[src/hw/rtl/udb_pkg.sv]
// Shared types and constants for the UART register datagram builder.
// No dependencies; every other file of the block imports this package.
`default_nettype none

package udb_pkg;

  // Request opcodes
  localparam logic OP_READ  = 1'b0;
  localparam logic OP_WRITE = 1'b1;

  // Configuration port
  localparam int CFG_INDEX_W = 2;
  localparam int CFG_DATA_W  = 4;
  localparam logic [CFG_INDEX_W-1:0] CFG_SYNC_NIBBLE     = 2'd0;
  localparam logic [CFG_INDEX_W-1:0] CFG_RESERVED_NIBBLE = 2'd1;
  localparam logic [3:0] SYNC_NIBBLE_RESET     = 4'd5;
  localparam logic [3:0] RESERVED_NIBBLE_RESET = 4'd0;

  // CRC-8 generator polynomial
  localparam logic [7:0] CRC_POLY = 8'h07;

  // Byte slots held per request (header, address, register, four data bytes, spare)
  localparam int FRAME_SLOTS = 8;

  // Request queue depth between front and back
  localparam int QUEUE_DEPTH_DEFAULT = 2;

  typedef struct packed {
    logic        opcode;
    logic [7:0]  slave_addr;
    logic [6:0]  reg_addr;
    logic [31:0] write_data;
  } udb_in_t;

  typedef struct packed {
    logic [7:0] frame_byte;
    logic       last_byte;
  } udb_out_t;

  // Classified request: frame body bytes ready for the serializer
  typedef struct packed {
    logic                            is_write;
    logic [FRAME_SLOTS-1:0][7:0]     bytes;
  } udb_entry_t;

  typedef struct packed {
    logic full;
    logic empty;
  } udb_queue_status_t;

endpackage

`default_nettype wire

[src/hw/rtl/udb_front.sv]
// Front end: accepts requests, holds the configuration registers and
// builds the frame body bytes. Depends on udb_pkg.
`default_nettype none

module udb_front (
  input  wire                                 clk,
  input  wire                                 rst,
  input  wire                                 in_valid,
  output logic                                in_stall,
  input  wire  udb_pkg::udb_in_t              in_item,
  input  wire                                 cfg_valid,
  output logic                                cfg_ready,
  input  wire  [udb_pkg::CFG_INDEX_W-1:0]     cfg_index,
  input  wire  [udb_pkg::CFG_DATA_W-1:0]      cfg_data,
  input  wire  udb_pkg::udb_queue_status_t    q_status,
  output logic                                push,
  output udb_pkg::udb_entry_t                 push_entry
);
  import udb_pkg::*;

  logic       sync_nibble;
  logic [3:0] sync_reg;
  logic [3:0] reserved_reg;
  logic       held;
  logic       accept;
  udb_entry_t build;

  assign sync_nibble = 1'b0;

  // Configuration writes are always taken
  assign cfg_ready = 1'b1;

  always_ff @(posedge clk) begin
    if (rst) begin
      sync_reg     <= SYNC_NIBBLE_RESET;
      reserved_reg <= RESERVED_NIBBLE_RESET;
    end else if (cfg_valid) begin
      case (cfg_index)
        CFG_SYNC_NIBBLE:     sync_reg     <= cfg_data[3:0] | {4{sync_nibble}};
        CFG_RESERVED_NIBBLE: reserved_reg <= cfg_data[3:0];
        default: ;
      endcase
    end
  end

  // Hold the request while the queue is full
  assign push     = held && !q_status.full;
  assign in_stall = held && q_status.full;
  assign accept   = in_valid && !in_stall;

  // Build the frame body from the request fields
  always_comb begin
    build.is_write = (in_item.opcode == OP_WRITE);
    build.bytes[0] = {reserved_reg, sync_reg};
    build.bytes[1] = in_item.slave_addr;
    build.bytes[2] = {(in_item.opcode == OP_WRITE), in_item.reg_addr};
    build.bytes[3] = in_item.write_data[31:24];
    build.bytes[4] = in_item.write_data[23:16];
    build.bytes[5] = in_item.write_data[15:8];
    build.bytes[6] = in_item.write_data[7:0];
    build.bytes[7] = 8'h00;
  end

  always_ff @(posedge clk) begin
    if (rst) begin
      held <= 1'b0;
    end else begin
      held <= accept || (held && !push);
    end
  end

  always_ff @(posedge clk) begin
    if (accept) begin
      push_entry <= build;
    end
  end

endmodule

`default_nettype wire

[src/hw/rtl/udb_queue.sv]
// Short request queue between the front end and the byte serializer.
// Depends on udb_pkg for the entry and status types.
`default_nettype none

module udb_queue #(
  parameter int DEPTH = udb_pkg::QUEUE_DEPTH_DEFAULT
) (
  input  wire                         clk,
  input  wire                         rst,
  input  wire                         push,
  input  wire udb_pkg::udb_entry_t    push_entry,
  input  wire                         pop,
  output udb_pkg::udb_entry_t         pop_entry,
  output udb_pkg::udb_queue_status_t  status
);
  import udb_pkg::*;

  localparam int PtrW   = (DEPTH > 1) ? $clog2(DEPTH) : 1;
  localparam int CountW = $clog2(DEPTH + 1);

  udb_entry_t        slots [DEPTH];
  logic [PtrW-1:0]   wr_ptr;
  logic [PtrW-1:0]   rd_ptr;
  logic [CountW-1:0] count;

  assign status.full  = (count == CountW'(DEPTH));
  assign status.empty = (count == '0);
  assign pop_entry    = slots[rd_ptr];

  // Store on push
  always_ff @(posedge clk) begin
    if (push) begin
      slots[wr_ptr] <= push_entry;
    end
  end

  // Advance pointers and occupancy
  always_ff @(posedge clk) begin
    if (rst) begin
      wr_ptr <= '0;
      rd_ptr <= '0;
      count  <= '0;
    end else begin
      if (push) begin
        wr_ptr <= (wr_ptr == PtrW'(DEPTH - 1)) ? '0 : wr_ptr + 1'b1;
      end
      if (pop) begin
        rd_ptr <= (rd_ptr == PtrW'(DEPTH - 1)) ? '0 : rd_ptr + 1'b1;
      end
      case ({push, pop})
        2'b10:   count <= count + 1'b1;
        2'b01:   count <= count - 1'b1;
        default: count <= count;
      endcase
    end
  end

endmodule

`default_nettype wire

[src/hw/rtl/udb_back.sv]
// Back end: serializes one queued frame a byte per cycle unless the output stalls,
// folds each byte into the CRC-8 and appends it. Depends on udb_pkg.
`default_nettype none

module udb_back (
  input  wire                              clk,
  input  wire                              rst,
  input  wire udb_pkg::udb_queue_status_t  q_status,
  input  wire udb_pkg::udb_entry_t         pop_entry,
  output logic                             pop,
  output logic                             out_valid,
  input  wire                              out_stall,
  output udb_pkg::udb_out_t                out_item
);
  import udb_pkg::*;

  localparam logic [2:0] ReadLastIdx  = 3'd3;
  localparam logic [2:0] WriteLastIdx = 3'd7;

  // One byte of CRC-8, bits taken least significant first
  function automatic logic [7:0] crc8_update(input logic [7:0] crc_in,
                                             input logic [7:0] data);
    logic [7:0] c;
    logic       fb;
    c = crc_in;
    for (int k = 0; k < 8; k++) begin
      fb = c[7] ^ data[k];
      c  = {c[6:0], 1'b0};
      if (fb) begin
        c = c ^ CRC_POLY;
      end
    end
    return c;
  endfunction

  udb_entry_t entry;
  logic       busy;
  logic [2:0] idx;
  logic [7:0] crc;
  logic [7:0] crc_next;
  logic [7:0] cur_byte;
  logic       is_last;
  logic       advance;
  logic       emit;

  always_comb begin
    is_last  = (idx == (entry.is_write ? WriteLastIdx : ReadLastIdx));
    crc_next = crc8_update(crc, entry.bytes[idx]);
    cur_byte = is_last ? crc : entry.bytes[idx];
    advance  = !out_valid || !out_stall;
    emit     = busy && advance;
    pop      = !q_status.empty && (!busy || (emit && is_last));
  end

  // Control: frame in progress and output register occupancy
  always_ff @(posedge clk) begin
    if (rst) begin
      busy      <= 1'b0;
      out_valid <= 1'b0;
    end else begin
      if (advance) begin
        out_valid <= busy;
      end
      if (pop) begin
        busy <= 1'b1;
      end else if (emit && is_last) begin
        busy <= 1'b0;
      end
    end
  end

  // Load a new frame or step to the next byte
  always_ff @(posedge clk) begin
    if (pop) begin
      entry <= pop_entry;
      idx   <= '0;
      crc   <= '0;
    end else if (emit) begin
      idx <= idx + 1'b1;
      crc <= crc_next;
    end
    if (emit) begin
      out_item.frame_byte <= cur_byte;
      out_item.last_byte  <= is_last;
    end
  end

endmodule

`default_nettype wire

[src/hw/rtl/uart_register_datagram_builder.sv]
// UART register datagram builder, top level.
// Depends on udb_pkg, udb_front, udb_queue and udb_back.
// Usage:
//   in channel  (in_valid / in_stall / in_item): one register request per item.
//   out channel (out_valid / out_stall / out_item): one datagram byte per item,
//     last_byte marks the CRC byte that closes a frame.
//   cfg channel (cfg_valid / cfg_ready / cfg_index / cfg_data): index 0 sets
//     the sync nibble, index 1 the reserved nibble; other indexes are ignored.
//     cfg_ready is always high. Write only while the block is idle.
// Timing:
//   The first byte of a frame passes the front register, a queue slot, the
//   serializer entry register and the output register before it shows. A
//   read frame has 4 bytes, a write frame 8 bytes; the serializer emits one
//   byte per cycle while out_stall is low, and the next frame follows the
//   last byte with no gap. A front register and a queue of QUEUE_DEPTH
//   requests keep taking requests while the output is stalled.
// Reset:
//   rst is synchronous; it empties the queue and the output register and
//   sets the sync nibble to 5 and the reserved nibble to 0. While out_stall
//   is high with out_valid set, the output byte holds and the serializer waits.
`default_nettype none

module uart_register_datagram_builder #(
  parameter int QUEUE_DEPTH = udb_pkg::QUEUE_DEPTH_DEFAULT
) (
  input  wire                              clk,
  input  wire                              rst,
  input  wire                              in_valid,
  output logic                             in_stall,
  input  wire  udb_pkg::udb_in_t           in_item,
  output logic                             out_valid,
  input  wire                              out_stall,
  output udb_pkg::udb_out_t                out_item,
  input  wire                              cfg_valid,
  output logic                             cfg_ready,
  input  wire  [udb_pkg::CFG_INDEX_W-1:0]  cfg_index,
  input  wire  [udb_pkg::CFG_DATA_W-1:0]   cfg_data
);
  import udb_pkg::*;

  udb_queue_status_t q_status;
  udb_entry_t        push_entry;
  udb_entry_t        pop_entry;
  logic              push;
  logic              pop;

  udb_front u_front (
    .clk        (clk),
    .rst        (rst),
    .in_valid   (in_valid),
    .in_stall   (in_stall),
    .in_item    (in_item),
    .cfg_valid  (cfg_valid),
    .cfg_ready  (cfg_ready),
    .cfg_index  (cfg_index),
    .cfg_data   (cfg_data),
    .q_status   (q_status),
    .push       (push),
    .push_entry (push_entry)
  );

  udb_queue #(
    .DEPTH (QUEUE_DEPTH)
  ) u_queue (
    .clk        (clk),
    .rst        (rst),
    .push       (push),
    .push_entry (push_entry),
    .pop        (pop),
    .pop_entry  (pop_entry),
    .status     (q_status)
  );

  udb_back u_back (
    .clk       (clk),
    .rst       (rst),
    .q_status  (q_status),
    .pop_entry (pop_entry),
    .pop       (pop),
    .out_valid (out_valid),
    .out_stall (out_stall),
    .out_item  (out_item)
  );

`ifndef SYNTHESIS
  // Never write into a full queue
  a_no_push_full: assert property (@(posedge clk) disable iff (rst)
    !(push && q_status.full))
    else $error("request pushed into full queue");

  // Never read from an empty queue
  a_no_pop_empty: assert property (@(posedge clk) disable iff (rst)
    !(pop && q_status.empty))
    else $error("request popped from empty queue");

  // A request is only held back while the queue is full
  a_stall_cause: assert property (@(posedge clk) disable iff (rst)
    in_stall |-> q_status.full)
    else $error("input stalled with room in queue");
`endif

endmodule

`default_nettype wire
[config.mk]
export PLATFORM = sky130hd
export DESIGN_NAME = uart_register_datagram_builder
export DESIGN_NICKNAME = d
export VERILOG_FILES = /design/src/hw/rtl/udb_pkg.sv /design/src/hw/rtl/udb_front.sv /design/src/hw/rtl/udb_queue.sv /design/src/hw/rtl/udb_back.sv /design/src/hw/rtl/uart_register_datagram_builder.sv
export SDC_FILE = /design/constraint.sdc
export NUM_CORES = 1
export LEC_CHECK = 0
export CAP_MARGIN = 40
export CORE_MARGIN = 1.5
export CORE_UTILIZATION = 55
export CTS_CLUSTER_DIAMETER = 200
export CTS_CLUSTER_SIZE = 16
export DETAILED_ROUTE_END_ITERATION = 8
export DONT_BUFFER_PORTS = 1
export PLACE_DENSITY = 0.68
export SYNTH_ARGS = -nofsm -noshare
export SYNTH_HDL_FRONTEND = slang
export SYNTH_SLANG_ARGS = --single-unit
[constraint.sdc]
create_clock -name clk -period 7 [get_ports clk]
set_input_delay 0.7 -clock clk [delete_from_list [all_inputs] [get_ports clk]]
set_output_delay 0.7 -clock clk [all_outputs]
set_load 0.05 [all_outputs]
# Yosys cells after proc, flatten, opt, wreduce, memory -nomap -nowiden
# Memories as Yosys holds them, arrays and structs flattened. A register that Yosys moved wholly into a read port is not among the register bits.
# Cells that the tools add are included.
# word_totals
register_bits,100
mem_bits_rw,114
inputBits,59
word_cells,91
n_memories,1
# classes
addsub,5
magnitude_cmp,1
n_eq_ne,5
n_mux,19
bitwise,16
n_reduce_logical,23
# memory_table
memory,depth,width,read_ports,rd_clocked_by_memory_dff,wr,line,rtl
u_queue.slots,2,57,1,1,1,udb_queue.sv:21,udb_entry_t slots [DEPTH];
# op_table
op,count
2-to-1 mux 3 bit,9
binary-select mux 8 bit (select 3 bit),1
inverter 3 bit,8
2-to-1 mux 8 bit,2
bitwise XOR 1 bit,8
logical AND 1 bit,7
zero test 1 bit,7
2-to-1 mux 1 bit,6
"== test 2 x 1 -> 1 bit, second input constant",2
"== test 2 bit, second input constant",2
zero test 2 bit,2
"less-than comparator 3 x 4 -> 1 bit, second input constant",1
case mux 2 bit (2 select lines),1
AND reduction 2 bit,2
nonzero test 2 bit,2
"adder 3 x 1 -> 3 bit, second input constant",1
== test 3 bit,1
logical OR 1 bit,3
"adder 1 bit, second input constant",2
"adder 2 x 1 -> 2 bit, second input constant",1
"subtractor 2 x 1 -> 2 bit, second input constant",1

# Depth between registers and ports, before layout
# logic_depth
word_depth,18
ltp_mapped,10

# Modules after synthesis
# From an unflattened synthesis, not the netlist that was laid out.
# unflattened
cells_unflattened,595
area_unflattened_um2,10895.4
# modules_own_cells
module,instances,cells_per_inst,area_each_um2
udb_queue,1,224,4888.4
udb_back,1,263,3836.2
udb_front,1,108,2170.8

# Worst setup path before layout
# Ideal clock, no wire load.
# synth_timing
kind,register -> register
from,register u_queue.count[0]
to,"register, netlist name u_front.push_entry[0]"
t_arrival_ns,3.307
setup_slack_ns,3.217
path_stages_with_launch,4
path_buffers,0
path_cell_list,dfxtp_1 > nand2b_1 > nor2_1 > nor2b_1
# synth_between
elab_chain_len,4
# synth_rtl
element,line,rtl
start: declaration,udb_queue.sv:24,logic [CountW-1:0] count;
start signal: assignment,udb_queue.sv:51,2'b10: count <= count + 1'b1;
start signal: assignment,udb_queue.sv:52,2'b01: count <= count - 1'b1;
start signal: assignment,udb_queue.sv:53,default: count <= count;
== test 2 bit,udb_queue.sv:26,assign status.full = (count == CountW'(DEPTH));
logical AND 1 bit,udb_front.sv:48,assign in_stall = held && q_status.full;
via in_stall,uart_register_datagram_builder.sv:29,"output logic in_stall,"
zero test 1 bit,udb_front.sv:49,assign accept = in_valid && !in_stall;
logical AND 1 bit,udb_front.sv:49,
via u_front.accept,udb_front.sv:25,logic accept;
# The timed path passes the listed nets, and every way through them passes these cells.
# A chain may end at the register's enable or synchronous reset.

# Worst setup path after layout
# layout_timing
from,register u_back.idx[2]
to,register u_queue.count[1]
# layout_between
elab_chain_len,6
# layout_rtl
element,line,rtl
start: declaration,udb_back.sv:38,logic [2:0] idx;
start signal: assignment,udb_back.sv:79,idx <= idx + 1'b1;
== test 3 bit *,udb_back.sv:47,is_last = (idx == (entry.is_write ? WriteLastIdx : ReadLastIdx));
logical AND 1 bit *,udb_back.sv:52,pop = !q_status.empty && (!busy || (emit && is_last));
logical OR 1 bit *,udb_back.sv:52,
logical AND 1 bit *,udb_back.sv:52,
via pop,uart_register_datagram_builder.sv:45,logic pop;
== test 2 x 1 -> 1 bit / == test 2 bit (equally long branches),udb_queue.sv:50,"case ({push, pop})"
case mux 2 bit (2 select lines) / nonzero test 2 bit (equally long branches),n/a,
# Mark *: on every way through the listed nets, which the timed path passes. The rest lies on a longest branch.

==> impl_results.rst <==
.. list-table::
   :header-rows: 1

   * - Metric
     - Value
   * - Crit share post-route
     - 0.415
   * - Register with the most flip-flops
     - u_queue.slots
   * - DRT Wirelength
     - 14600 µm
   * - Initial antenna violation count
     - 0
   * - Max-capacitance violation count
     - 0
   * - Wire length of the first global-routing pass
     - 22800 µm
   * - Post-synth EDFFs
     - 233
   * - Max H-tree Level
     - 1
   * - Number of warnings printed during yosys synthesis
     - 0
   * - RSZ-0062 raised after global routing
     - false
   * - Sequential share of the synthesized area
     - 0.783
   * - Yosys reg bits
     - approximately 260
   * - Maximum clock frequency
     - roughly 340 MHz
   * - Worst path arrival time
     - 3330 ps
   * - Skew-Pair Late Insertion Delay
     - roughly 490 ps
   * - Power per cell area
     - about 430 mW/mm²
   * - Ys flop type
     - sky130_fd_sc_hd__edfxtp_1
   * - Via density per instance
     - approximately 5.5
   * - Number of hold buffers added after cts
     - 0
   * - Setup Fix Bufs, Post-CTS
     - 0
   * - Clk pin slew, worst setup/hold paths
     - 70 ps
   * - Clock buffers created by TritonCTS
     - 20
   * - Largest vdd supply drop
     - between 200 and 250 µV
   * - HPWL after detailed placement
     - a little over 9000 µm
   * - Total number of placement rows
     - 48
   * - Critical register-to-register path startpoint
     - u_back.idx[2]
   * - Classification of the worst setup path
     - flop to flop
   * - Async S/R FF share, synth
     - 0
   * - Required time at the worst-slack endpoint
     - around 7400 ps
   * - Area of all sequential standard cells
     - about 0.0075 mm²
   * - Post-Place Cells
     - ~730
   * - DRC violation total after the first TritonRoute iteration
     - 315
   * - Power Total
     - approximately 4.6 mW
   * - Final core utilization
     - 0.611
   * - Synthesized net count
     - ~580
   * - Resized cells post-CTS
     - 0
   * - Worst reg2reg path endpoint
     - u_queue.count[1]
   * - Post-route clock skew
     - about 13 ps
   * - Top Registers
     - u_queue.slots: 112 flops, u_back.entry: 56 flops, u_front.push_entry: 56 flops
   * - Timing startpoint of the critical path
     - u_back.idx[2]
   * - Clock tree from TritonCTS
     - yes
   * - Highest-count cells in the layout ignoring fill and taps
     - sky130_fd_sc_hd__edfxtp_1, sky130_fd_sc_hd__mux2_2, sky130_fd_sc_hd__mux2i_1, sky130_fd_sc_hd__dfxtp_1, sky130_fd_sc_hd__clkbuf_16
   * - Sum Neg Setup Slack
     - 0 ps
   * - Share of cells above drive strength 1
     - 0.176
   * - Vert. Die Dim
     - between 100 and 150 µm
   * - Status
     - complete, no violations
   * - Growth of design area from synthesis to finish
     - 9.37%
   * - Largest fanout of any net on the critical path
     - 61
   * - Critical path endpoint
     - u_queue.count[1]
   * - Worst min-delay path class
     - input pin to flop
   * - Largest register FFs
     - around 110
   * - Area of the multi-input gates
     - between 0.0015 and 0.002 mm²
   * - Via count of the first global-routing pass
     - about 4300
   * - Number of nets at the end of the flow
     - approximately 590
   * - Pre-antenna DRT Iters
     - 4
   * - Routed len/inst
     - around 19 µm
   * - Commonest non-fill, non-tap cell in the layout
     - sky130_fd_sc_hd__edfxtp_1
   * - Final worst path period need
     - roughly 2900 ps
   * - Fin. max-slew vios
     - 0
   * - Clk buf depth
     - 3
   * - Leakage Power
     - 3.52 nW
   * - R2R cell count
     - 9
   * - Via total after detailed routing
     - approximately 4200
   * - Quantity of I/O buffers inserted on ports
     - 0
   * - Placer Congestion
     - roughly 0.78
   * - Total standard cell area after synthesis
     - ~0.0096 mm²
   * - Number of nets with antenna violations after routing
     - 0
   * - Worst R2R Setup Slack
     - ~4100 ps
   * - Total GRT Usage
     - 0.164
   * - Number of cells produced by synthesis
     - just over 500
   * - Final setup violation count
     - 0
   * - Residual DRC count
     - 0
   * - Starting Density
     - 0.559
   * - Worst hold margin
     - approximately 260 ps
   * - Total clock sinks
     - approximately 260
   * - Die Footprint
     - 0.0183 mm²
   * - Worst setup EP type
     - flop
   * - Fill cell instance count of the final layout
     - around 1300
   * - Pin count of the biggest net entering global routing
     - 62
   * - Global route overflow
     - 0
   * - Post-route insts no fill
     - between 700 and 800
   * - Least-Margin Pin Slew
     - ~840 ps
   * - Worst slew margin relative to its limit
     - 0.441
   * - Number of hold violations in the final report
     - 0
   * - Floorplan core area
     - 0.0172 mm²
   * - Startpoint types
     - flop
   * - Antenna Diode Count
     - 0
   * - Io pins
     - 71
   * - Avg Inst Size Synth
     - 18.5 µm²
   * - Count of cell types in the netlist
     - just over 40
   * - Root buffer cell
     - sky130_fd_sc_hd__clkbuf_16
   * - Horizontal die dimension
     - about 140 µm
## synthesized netlist by cell type, drive strengths merged, types with 3 or more instances
cell type    n  share of area
a22o         3         0.0027
and3b        3         0.0027
o211a        4         0.0042
o21ai       18         0.0094
o31ai        3         0.0023
o211ai       7         0.0055
xor2         4         0.0036
clkbuf      13         0.0051
nor2        21         0.0082
and2         5         0.0033
buf          6         0.0046
dfxtp       26          0.054
mux2        58          0.068
nand3        3         0.0016
xnor3        5          0.012
nand2       15         0.0059
or3          4         0.0026
a21boi       3         0.0023
nor2b        6         0.0039
a21oi        9         0.0047
nand3b       7         0.0055
mux2i       29          0.030
nand2b       3         0.0020
a22oi        5         0.0039
edfxtp     233           0.73
a211o        6         0.0055
xnor2        5         0.0046
## final cells by class
cell class / instances / area share
multi-input cells: 238 / 0.190
flip-flops and latches: 259 / 0.716
clock inverters: 1 / 0.00155
repair buffers: 10 / 0.00941
inverters: 2 / 0.000715
well taps: 225 / 0.0268
clock buffers: 35 / 0.0551
## where the power goes
part / total (mW) / internal (mW) / leakage (nW) / switching, mW
Clock: 1.05 / 0.564 / 0.282 / 0.485
Combinational: 1.19 / 0.562 / 0.844 / 0.628
Sequential: 2.31 / 2.11 / 2.39 / 0.207
Total: 4.55 / 3.23 / 3.52 / 1.32
## metal layers
metal | vias to the layer above | part of all wire | GRT usage
met5 | - | 0 | 0
met3 | 27 | 0.041 | 0.0297
met4 | 0 | 0.026 | 0.0609
li1 | 2033 | - | -
met1 | 2079 | 0.46 | 0.231
met2 | 90 | 0.47 | 0.259
## logic make-up (layout without fill, tap and decap cells)
kind of cell / count (synthesis) / count (layout) / synth area share
mux: 87 / 87 / 0.0983
other cells: 1 / 1 / 0.000391
buf+inv: 21 / 48 / 0.0104
simple gates: 70 / 70 / 0.0377
xor+xnor: 15 / 15 / 0.0224
flops: 259 / 259 / 0.783
fa+ha+maj: 2 / 2 / 0.00261
compound gates: 63 / 63 / 0.0452
## per-stage QoR
step           setup slack, ps  cell area, µm²
3_3_place_gp              3760            9850
4_1_cts                   4040           10500
2_1_floorplan             3220            9600
3_5_place_dp              4040            9910
5_1_grt                   3770           10500
6_report                  4100           10500
## critical path: stages (launching register included)
cell and delay [ps]:
sky130_fd_sc_hd__dfxtp_1 690, sky130_fd_sc_hd__xnor2_1 190, sky130_fd_sc_hd__nand3_1 100, sky130_fd_sc_hd__nand2_1 80, sky130_fd_sc_hd__o21ai_1 220, sky130_fd_sc_hd__inv_2 90
sky130_fd_sc_hd__buf_4 570, sky130_fd_sc_hd__ha_1 380, sky130_fd_sc_hd__or3_1 360, sky130_fd_sc_hd__a21oi_1 130
## worst min-delay path by stage
| stage | from | endpoint | slack [ps] | cells after the start |
|---|---|---|---|---|
| floorplan | u_front.sync_reg[0] | u_front.push_entry[0] | 400 | 0 |
| global placement | u_front.sync_reg[0] | u_front.push_entry[0] | 410 | 0 |
| detailed placement | u_front.reserved_reg[3] | u_front.push_entry[7] | 420 | 0 |
| CTS | rst | u_queue.rd_ptr | 240 | 1 |
| global route | rst | u_front.reserved_reg[3] | 250 | 1 |
| finish | rst | u_queue.rd_ptr | 260 | 1 |
Note: power is estimated with default switching activity, not from simulation.
